`config.mk`:
```
export PLATFORM = sky130hd
export DESIGN_NAME = sectioned_length_prefixed_deframer_unit
export DESIGN_NICKNAME = d
export VERILOG_FILES = /design/src/sv/slpd_pkg.sv /design/src/sv/slpd_parser.sv /design/src/sv/sectioned_length_prefixed_deframer_unit.sv
export SDC_FILE = /design/constraint.sdc
export NUM_CORES = 1
export LEC_CHECK = 0
export ABC_AREA = 1
export ABC_CLOCK_PERIOD_IN_PS = 6570
export BUFFER_PORTS_ARGS = -buffer_cell sky130_fd_sc_hd__buf_4
export CAP_MARGIN = 10
export CORE_ASPECT_RATIO = 2
export CORE_UTILIZATION = 25
export CTS_BUF_LIST = sky130_fd_sc_hd__clkbuf_4
export DETAILED_ROUTE_END_ITERATION = 8
export PLACE_DENSITY = 0.47
export SLEW_MARGIN = 0
export SYNTH_ARGS = -nofsm -noshare
export SYNTH_HDL_FRONTEND = slang
export SYNTH_HIERARCHICAL = 1
export SYNTH_SLANG_ARGS = --single-unit
```
`constraint.sdc`:
```
create_clock -name clk -period 6.57 [get_ports clk]
set_clock_uncertainty 0.2 [all_clocks]
set_input_delay 0.657 -clock clk [delete_from_list [all_inputs] [get_ports clk]]
set_output_delay 0.657 -clock clk [all_outputs]
set_load 0.01 [all_outputs]
```
`src/sv/slpd_pkg.sv`:
```
package slpd_pkg;

    // Field widths
    localparam int KIND_W    = 2;
    localparam int BYTE_W    = 8;
    localparam int CLASS_W   = 3;
    localparam int SECTION_W = 2;
    localparam int PHASE_W   = 4;

    // Packed stream widths
    localparam int S_TDATA_W = 8;
    localparam int S_TUSER_W = KIND_W;
    localparam int M_TDATA_W = 32;
    localparam int M_TUSER_W = CLASS_W;
    localparam int M_USED_W  = SECTION_W + 4 * BYTE_W - BYTE_W + 1;

    localparam logic [BYTE_W-1:0] FIXED_AREA_LENGTH_RESET = 8'd115;

    // Input kinds
    localparam logic [KIND_W-1:0] KIND_START = 2'd0;
    localparam logic [KIND_W-1:0] KIND_DATA  = 2'd1;
    localparam logic [KIND_W-1:0] KIND_ABORT = 2'd2;

    // Parse phases; even phases 2..6 expect a length, odd 3..7 a body byte
    localparam logic [PHASE_W-1:0] PH_IDLE     = 4'd0;
    localparam logic [PHASE_W-1:0] PH_FIXED    = 4'd1;
    localparam logic [PHASE_W-1:0] PH_ANT_LEN  = 4'd2;
    localparam logic [PHASE_W-1:0] PH_BAND_LEN = 4'd6;
    localparam logic [PHASE_W-1:0] PH_DONE     = 4'd8;

    // Byte classes
    localparam logic [CLASS_W-1:0] CL_IGNORED = 3'd0;
    localparam logic [CLASS_W-1:0] CL_FIXED   = 3'd1;
    localparam logic [CLASS_W-1:0] CL_LENGTH  = 3'd2;
    localparam logic [CLASS_W-1:0] CL_BODY    = 3'd3;
    localparam logic [CLASS_W-1:0] CL_END     = 3'd4;
    localparam logic [CLASS_W-1:0] CL_STARTED = 3'd5;
    localparam logic [CLASS_W-1:0] CL_REFUSED = 3'd6;
    localparam logic [CLASS_W-1:0] CL_ABORTED = 3'd7;

    localparam logic [SECTION_W-1:0] SEC_BAND = 2'd3;

    typedef struct packed {
        logic [PHASE_W-1:0] phase;
        logic [BYTE_W-1:0]  remaining;
        logic [BYTE_W-1:0]  position;
        logic [BYTE_W-1:0]  count;
    } parse_state_t;

    typedef struct packed {
        logic [CLASS_W-1:0]   byte_class;
        logic [SECTION_W-1:0] section;
        logic [BYTE_W-1:0]    record_index;
        logic [BYTE_W-1:0]    byte_offset;
        logic                 record_last;
        logic                 dump_done;
        logic [BYTE_W-1:0]    data_out;
    } parse_result_t;

endpackage

```
`src/sv/slpd_parser.sv`:
```
module slpd_parser
    import slpd_pkg::*;
(
    input  parse_state_t        cur_state,
    input  logic [KIND_W-1:0]   kind,
    input  logic [BYTE_W-1:0]   data_byte,
    input  logic [BYTE_W-1:0]   fixed_area_length,
    output parse_state_t        state_next,
    output parse_result_t       result
);

    logic              busy;
    logic [BYTE_W-1:0] rem_dec;
    logic [BYTE_W-1:0] pos_inc;

    assign busy    = (cur_state.phase >= PH_FIXED) && (cur_state.phase < PH_DONE);
    assign rem_dec = cur_state.remaining - 8'd1;
    assign pos_inc = cur_state.position + 8'd1;

    // Per-item decision and state update
    always_comb
    begin
        state_next = cur_state;
        result     = '0;
        case (kind)
            KIND_START:
            begin
                if (busy)
                begin
                    result.byte_class = CL_REFUSED;
                end
                else
                begin
                    result.byte_class    = CL_STARTED;
                    state_next.remaining = fixed_area_length;
                    state_next.position  = '0;
                    state_next.count     = '0;
                    state_next.phase     = (fixed_area_length != '0) ? PH_FIXED : PH_ANT_LEN;
                end
            end
            KIND_ABORT:
            begin
                result.byte_class = CL_ABORTED;
                state_next        = '0;
            end
            KIND_DATA:
            begin
                result.data_out = data_byte;
                if (cur_state.phase == PH_FIXED)
                begin
                    result.byte_class    = CL_FIXED;
                    result.byte_offset   = cur_state.position;
                    result.record_last   = (cur_state.remaining <= 8'd1);
                    state_next.position  = pos_inc;
                    state_next.remaining = rem_dec;
                    if (rem_dec == '0)
                    begin
                        state_next       = '0;
                        state_next.phase = PH_ANT_LEN;
                    end
                end
                else if (busy)
                begin
                    result.section      = cur_state.phase[2:1];
                    result.record_index = cur_state.count;
                    if (!cur_state.phase[0])
                    begin
                        // length prefix or section terminator
                        if (data_byte != '0)
                        begin
                            result.byte_class    = CL_LENGTH;
                            state_next.remaining = data_byte;
                            state_next.position  = '0;
                            state_next.phase     = cur_state.phase + 4'd1;
                        end
                        else
                        begin
                            result.byte_class = CL_END;
                            state_next        = '0;
                            if (cur_state.phase == PH_BAND_LEN)
                            begin
                                result.dump_done = 1'b1;
                                state_next.phase = PH_DONE;
                            end
                            else
                            begin
                                state_next.phase = cur_state.phase + 4'd2;
                            end
                        end
                    end
                    else
                    begin
                        // record body byte
                        result.byte_class    = CL_BODY;
                        result.byte_offset   = cur_state.position;
                        result.record_last   = (cur_state.remaining <= 8'd1);
                        state_next.position  = pos_inc;
                        state_next.remaining = rem_dec;
                        if (rem_dec == '0)
                        begin
                            state_next.position = '0;
                            if (cur_state.count != 8'hFF)
                            begin
                                state_next.count = cur_state.count + 8'd1;
                            end
                            state_next.phase = cur_state.phase - 4'd1;
                        end
                    end
                end
            end
            default:
            begin
                result.byte_class = CL_IGNORED;
            end
        endcase
    end

endmodule

```
`src/sv/sectioned_length_prefixed_deframer_unit.sv`:
```
// Channel  Dir  Signals                        Contents
// s_axis   in   tvalid tready tdata tuser      data_byte; kind
// m_axis   out  tvalid tready tdata tuser tlast tagged byte; byte_class; record_last
// cfg      in   cfg_wr_en cfg_wr_data          fixed_area_length
//
// One item per cycle sustained while m_axis_tready is high; each item passes the input then the output register.
// An input register feeds the parser; its result and the new parse state load together.
// The input register keeps taking one item while a result waits on m_axis_tready.
// rst_n clears the parse state to idle and fixed_area_length to 115; no clearing pass.
module sectioned_length_prefixed_deframer_unit
    import slpd_pkg::*;
(
    input  logic                 clk,
    input  logic                 rst_n,
    input  logic                 s_axis_tvalid,
    output logic                 s_axis_tready,
    input  logic [S_TDATA_W-1:0] s_axis_tdata,   // [7:0] data_byte
    input  logic [S_TUSER_W-1:0] s_axis_tuser,   // [1:0] kind
    output logic                 m_axis_tvalid,
    input  logic                 m_axis_tready,
    // [1:0] section, [9:2] record_index, [17:10] byte_offset, [18] dump_done,
    // [26:19] data_out, [31:27] zero
    output logic [M_TDATA_W-1:0] m_axis_tdata,
    output logic [M_TUSER_W-1:0] m_axis_tuser,   // [2:0] byte_class
    output logic                 m_axis_tlast,   // record_last
    input  logic                 cfg_wr_en,
    input  logic [BYTE_W-1:0]    cfg_wr_data
);

    logic              in_valid_reg;
    logic [KIND_W-1:0] in_kind_reg;
    logic [BYTE_W-1:0] in_data_reg;
    logic              out_valid_reg;
    parse_result_t     out_reg;
    parse_state_t      state_reg;
    parse_state_t      state_next;
    parse_result_t     result_next;
    logic [BYTE_W-1:0] fixed_len_reg;
    logic              out_free;
    logic              advance;

    assign out_free      = !out_valid_reg || m_axis_tready;
    assign advance       = in_valid_reg && out_free;
    assign s_axis_tready = !in_valid_reg || out_free;

    slpd_parser u_parser (
        .cur_state         (state_reg),
        .kind              (in_kind_reg),
        .data_byte         (in_data_reg),
        .fixed_area_length (fixed_len_reg),
        .state_next        (state_next),
        .result            (result_next)
    );

    // Control state and configuration
    always_ff @(posedge clk or negedge rst_n)
    begin
        if (!rst_n)
        begin
            in_valid_reg  <= 1'b0;
            out_valid_reg <= 1'b0;
            state_reg     <= '0;
            fixed_len_reg <= FIXED_AREA_LENGTH_RESET;
        end
        else
        begin
            if (s_axis_tready)
            begin
                in_valid_reg <= s_axis_tvalid;
            end
            if (advance)
            begin
                out_valid_reg <= 1'b1;
                state_reg     <= state_next;
            end
            else if (m_axis_tready)
            begin
                out_valid_reg <= 1'b0;
            end
            if (cfg_wr_en)
            begin
                fixed_len_reg <= cfg_wr_data;
            end
        end
    end

    // Payload registers
    always_ff @(posedge clk)
    begin
        if (s_axis_tvalid && s_axis_tready)
        begin
            in_kind_reg <= s_axis_tuser;
            in_data_reg <= s_axis_tdata;
        end
        if (advance)
        begin
            out_reg <= result_next;
        end
    end

    assign m_axis_tvalid = out_valid_reg;
    assign m_axis_tuser  = out_reg.byte_class;
    assign m_axis_tlast  = out_reg.record_last;
    assign m_axis_tdata  = {{(M_TDATA_W - M_USED_W){1'b0}}, out_reg.data_out,
                            out_reg.dump_done, out_reg.byte_offset,
                            out_reg.record_index, out_reg.section};

    // Abort always leaves the parser idle with cleared counters
    assert property (@(posedge clk) disable iff (!rst_n)
        advance && in_kind_reg == KIND_ABORT |=> state_reg == '0)
        else $error("abort did not clear parse state");

    // Dump completion only on a band section terminator
    assert property (@(posedge clk) disable iff (!rst_n)
        out_valid_reg && out_reg.dump_done |->
            out_reg.byte_class == CL_END && out_reg.section == SEC_BAND)
        else $error("dump_done outside band terminator");

    // Input side stalls only when both stages are full and the output is held
    assert property (@(posedge clk) disable iff (!rst_n)
        !s_axis_tready |-> in_valid_reg && out_valid_reg && !m_axis_tready)
        else $error("input stalled without backpressure");

    // Record count is nonzero only inside a record section
    assert property (@(posedge clk) disable iff (!rst_n)
        state_reg.count != '0 |->
            state_reg.phase >= PH_ANT_LEN && state_reg.phase < PH_DONE)
        else $error("record count outside record sections");

    // Parse phase never leaves its defined range
    assert property (@(posedge clk) disable iff (!rst_n)
        state_reg.phase <= PH_DONE)
        else $error("parse phase out of range");

endmodule
```
== Word-level counts from Yosys, hierarchy flattened ==
Index checks and enable logic that the tools add are counted.

* Bitwise gates (word level): 2
* $lt $le $gt $ge: 3
* Muxes and demuxes: 26
* Equal/unequal tests: 11
* $add $sub $neg: 6
* Reductions and logical operators: 19

{| class="wikitable"
|+ Operator list
! cell !! count
|-
| $mux 28 || 5
|-
| $pmux 28 s3 || 1
|-
| $mux 23 || 1
|-
| $mux 20 || 1
|-
| $mux 9 || 2
|-
| $add 8x1->8 const B || 2
|-
| $mux 16 || 1
|-
| $mux 8 || 2
|-
| $reduce_bool 8->1 || 2
|-
| $mux 3 || 3
|-
| $pmux 3 s3 || 1
|-
| $le 8x1->1 const B || 1
|-
| $logic_not 8->1 || 1
|-
| $mux 4 || 2
|-
| $ne 8x8->1 const B || 1
|-
| $reduce_and 8->1 || 1
|-
| $sub 8x1->8 const B || 1
|-
| $reduce_and 6->1 || 1
|-
| $mux 1 || 5
|-
| $reduce_and 5->1 || 1
|-
| $reduce_or 5->1 || 1
|-
| $add 4x1->4 const B || 1
|-
| $add 4x2->4 const B || 1
|-
| $eq 4x1->1 const B || 1
|-
| 22 further kinds || 28
|}

* Bits in registers: 79
* Word-level logic and storage cells: 84
* Output and inout port bits: 38
* Bits of input ports: 23

== Longest topological paths before layout ==
* Word-level depth: 7
* Mapped depth: 19
* Gate-level depth less buffers: 19

== Cells and area by module ==
Netlist, hierarchy kept.

{| class="wikitable"
|+ By module, submodules not included
! module !! sequential area each (um^2) !! area an instance (um^2) !! cells an instance !! times used
|-
| sectioned_length_prefixed_deframer_unit || 2188.3 || 2787.7 || 212 || 1
|-
| slpd_parser || 0.0 || 1938.1 || 392 || 1
|}

== Worst setup path before layout ==
Ideal clock, no wire load.

* Path kind: register to register
* Start point: register state_reg[24] (netlist bit)
* End point: register state_reg[21] (netlist bit)
* Arrival time: 2147 ps
* Setup slack: 4106 ps
* Path buffers: 2
* Stages on the path, launching flop included: 15
* Setup time: 117 ps
* Clock period less this slack: 2464 ps
* Data required time: 6253 ps
* Cell sequence: dfrtp_1 > buf_2 > clkinv_1 > ha_1 > nand4_1 > nand2_1 > buf_2 > nor2_2 > inv_1 > o22ai_1 > nand2_1 > o211ai_1 > o211ai_1 > nand3_1 > nand2_1

{| class="wikitable"
|+ RTL lines
! element !! RTL line !! RTL
|-
| start, declared || sectioned_length_prefixed_deframer_unit.sv:35 || <nowiki>parse_state_t state_reg;</nowiki>
|-
| start signal, assigned || sectioned_length_prefixed_deframer_unit.sv:74 || <nowiki>state_reg <= state_next;</nowiki>
|}

==> key figures <==
Run status
  – Status: complete, no violations

Logic synthesis
  – Synth area leaders: edfxtp_1 26%, dfrtp_1 17%, nand2_1 15%
  – Register area share after synthesis: 46.31%
  – Post-synthesis cell count: 604
  – Synth area leader: edfxtp_1
  – #FFs+latches synth: slightly below 80
  – Top-area cell type share of the netlist area: 26.05%
  – Netlist Area Pre-Place: 4726 µm²
  – Ys Warns: 6
  – Post-synth cell types: 39
  – Mean area per synthesized cell: 7.824 µm²

Die
  – Initial core utilization: between 20% and 30%
  – Core Area: 18390 µm²
  – Site Rows: 70
  – I/O pins: 61
  – Height of the die: 196.4 µm
  – Die X: 99.22 µm
  – Die area: 19490 µm²

Worst setup path
  – R2R Path Start: state_reg[25]
  – Data required, critical path: around 6.7 ns
  – Crit Path Max Fanout: 29
  – Worst-case reg-to-reg path depth: 13
  – Worst Setup Start Kind: flop
  – CP endpoint kind: flop
  – CP Data Arrival Time: between 3 and 4 ns
  – R2R Path End: state_reg[13]
  – R2R setup slack: 3.18 ns
  – Critical path class: flop to flop

Pwr
  – Static Leak: 2.433 nW
  – PD cells: approximately 370 nW/µm²
  – Worst vdd ir: 0.1921 mV
  – Post-layout power: 2.042 mW

Clock tree
  – TritonCTS buffer count: 9
  – Cts hold-fix bufs: 1
  – Root buffer cell: clkbuf_4
  – Post-CTS Repair Setup Buffers: 0
  – Clock Path Buffers: 2
  – Clock slew at reported path FFs: 0.14 ns
  – # resized after CTS: 0
  – CTS tree: built
  – # clock sinks: just under 80
  – H-tree levels: 3
  – Clk Latency, worst-skew pair: roughly 0.48 ns

STA
  – Final WS setup: 3.183 ns
  – Max-slew violations: 0
  – Tmin final: 3.387 ns
  – Max_slew headroom: 15.69%
  – Slew at the pin closest to its max-slew limit: roughly 1.3 ns
  – Max Clock Freq: 295.2 MHz
  – Final-report setup violation count: 0
  – RSZ-0062 raised after global routing: no
  – Setup TNS: 0 ns
  – Hold Vio Cnt, Final: 0
  – Final cycle utilization of the critical path: between 50% and 60%

Worst hold path
  – HP Class: input pin to flop
  – Hold Crit Start: s_axis_tdata[3]
  – WHS Endpoint: in_data_reg[3]
  – Hold depth: 1

Place
  – Place WS: approximately 3.3 ns
  – Routability cong.: around 0.94
  – IO buf count: 55
  – Placed cell area: 5270 µm²
  – Post-DP HPWL: 11200 µm

GRT
  – First-pass GRT wire length: between 20000 and 25000 µm
  – Initial antenna violation count: 1
  – GRT overflow: 0
  – Largest net degree at the start of global routing: 39
  – All-Layer GR Usage: 16.52%
  – Vias in the first global route: approximately 4400

Layout
  – Nets@finish: about 680
  – Design area: around 5500 µm²
  – Number of flip-flops in the largest register: 28
  – Layout cell share with drive strength beyond 1: 16.31%
  – P&R area growth vs syn: 15.44%

Routing
  – WL per Instance: 17.56 µm
  – Vias/cell: 4.976
  – Routed WL: 15330 µm
  – DR pass1 iterations: 5
  – Initial drt markers: 370
  – Residual DRC: 0
  – DR vias: 4344
  – Post-route ant nets: 0

Flow run
  – Max cap viols: 0
==> kinds of logic after synthesis <==
kind of cell / count (synthesis) / synth area share [%]
AOI/OAI and AO/OA: 77 / 10.48
xor gates and xnor gates: 5 / 0.9266
adders and majority gates: 10 / 2.648
buffers and inverters: 102 / 9.531
DFF: 79 / 46.31
muxes: 1 / 0.2118
other: 1 / 0.07935
and+or+nand+nor: 329 / 29.81
==> how the worst max path moves through the flow <==
stage	from	endpoint	slack, ns	cells after the start
2_1_floorplan	state_reg[24]	state_reg[21]	4.11	14
3_3_place_gp	m_axis_tready	m_axis_tlast	3.27	6
3_5_place_dp	m_axis_tready	m_axis_tlast	3.25	6
4_1_cts	state_reg[25]	state_reg[13]	3.23	13
5_1_grt	state_reg[25]	state_reg[10]	3.02	13
6_report	state_reg[25]	state_reg[13]	3.18	13
==> report_power, final <==
group / internal (mW) / total [mW] / switching (mW)
clock network: 0.120 / 0.308 / 0.189
registers: 0.613 / 0.713 / 0.101
logic: 0.289 / 1.02 / 0.732
==> per-layer routing <==
| metal | up-vias | wire length (µm) | track usage, % |
|---|---|---|---|
| met4 | 0 | 907 | 12.25 |
| li1 | 2093 | - | - |
| met5 | - | 0 | 0 |
| met1 | 2013 | 5551 | 16.71 |
| met2 | 191 | 8100 | 30.07 |
| met3 | 47 | 770 | 2.518 |
==> layout by cell type, fill, tap and decap left out, types with 2 or more instances in the layout <==
master	synthesis	layout
nor3_1	16	16
dfstp_2	5	5
o2111ai_1	2	2
edfxtp_1	41	41
nor2_1	37	37
nor4_1	3	3
a21oi_1	17	17
clkbuf_4	0	9
o22ai_1	8	8
inv_1	64	64
buf_4	8	57
nand2_1	189	189
a32oi_1	2	2
dfrtp_1	33	33
inv_6	0	3
nand3_1	56	56
inv_2	10	10
xor2_1	4	4
nand2_2	5	5
nand4_1	13	13
ha_1	10	10
conb_1	1	5
o221ai_1	4	4
o21ai_0	22	22
nor2_2	8	8
o211ai_1	13	13
o31ai_1	3	3
==> critical path, cell delays in order, from the launching register on <==
cell,delay (ns)
dfrtp_1,0.51
inv_1,0.15
ha_1,0.20
inv_1,0.08
nand4_1,0.15
nand2_1,0.09
buf_4,0.33
inv_1,0.38
a21oi_4,0.39
inv_2,0.19
a21oi_2,0.28
o22ai_1,0.12
nand3_1,0.10
nand2_1,0.07
==> per-stage QoR <==
step	cells	util, %	hold WS (ns)
after floorplan	608	-	0.1614
after CTS	871	29.50	0.1077
after global routing	873	29.66	0.1013
after detailed placement	854	28.65	0.2781
after global placement	854	28.65	0.2727
final	873	29.66	0.1453
==> cell type report <==
cell class	instances	area, µm²
fill	2042	12940
sequential	79	2188
multi-input combinational	427	2102
timing repair buffer	59	465.4
inverter	75	281.5
tap	216	270.3
clock inverter	7	77.57
clock buffer	9	67.56
antenna	1	2.502
==> synth_stat cells, drive strengths merged <==
cell	count
conb	1
o22ai	8
a21oi	19
dfstp	5
edfxtp	41
xnor2	1
o21ai	24
nor4	3
nor3	16
dfrtp	33
o211ai	14
o31ai	3
mux2i	1
xor2	4
nand3	56
nor2	46
o221ai	4
buf	23
nand2	194
nand4	13
a32oi	2
ha	10
nand3b	1
o2111ai	2
clkinv	1
o32ai	1
inv	74
clkbuf	4
Power figures use the tool's default switching activity.
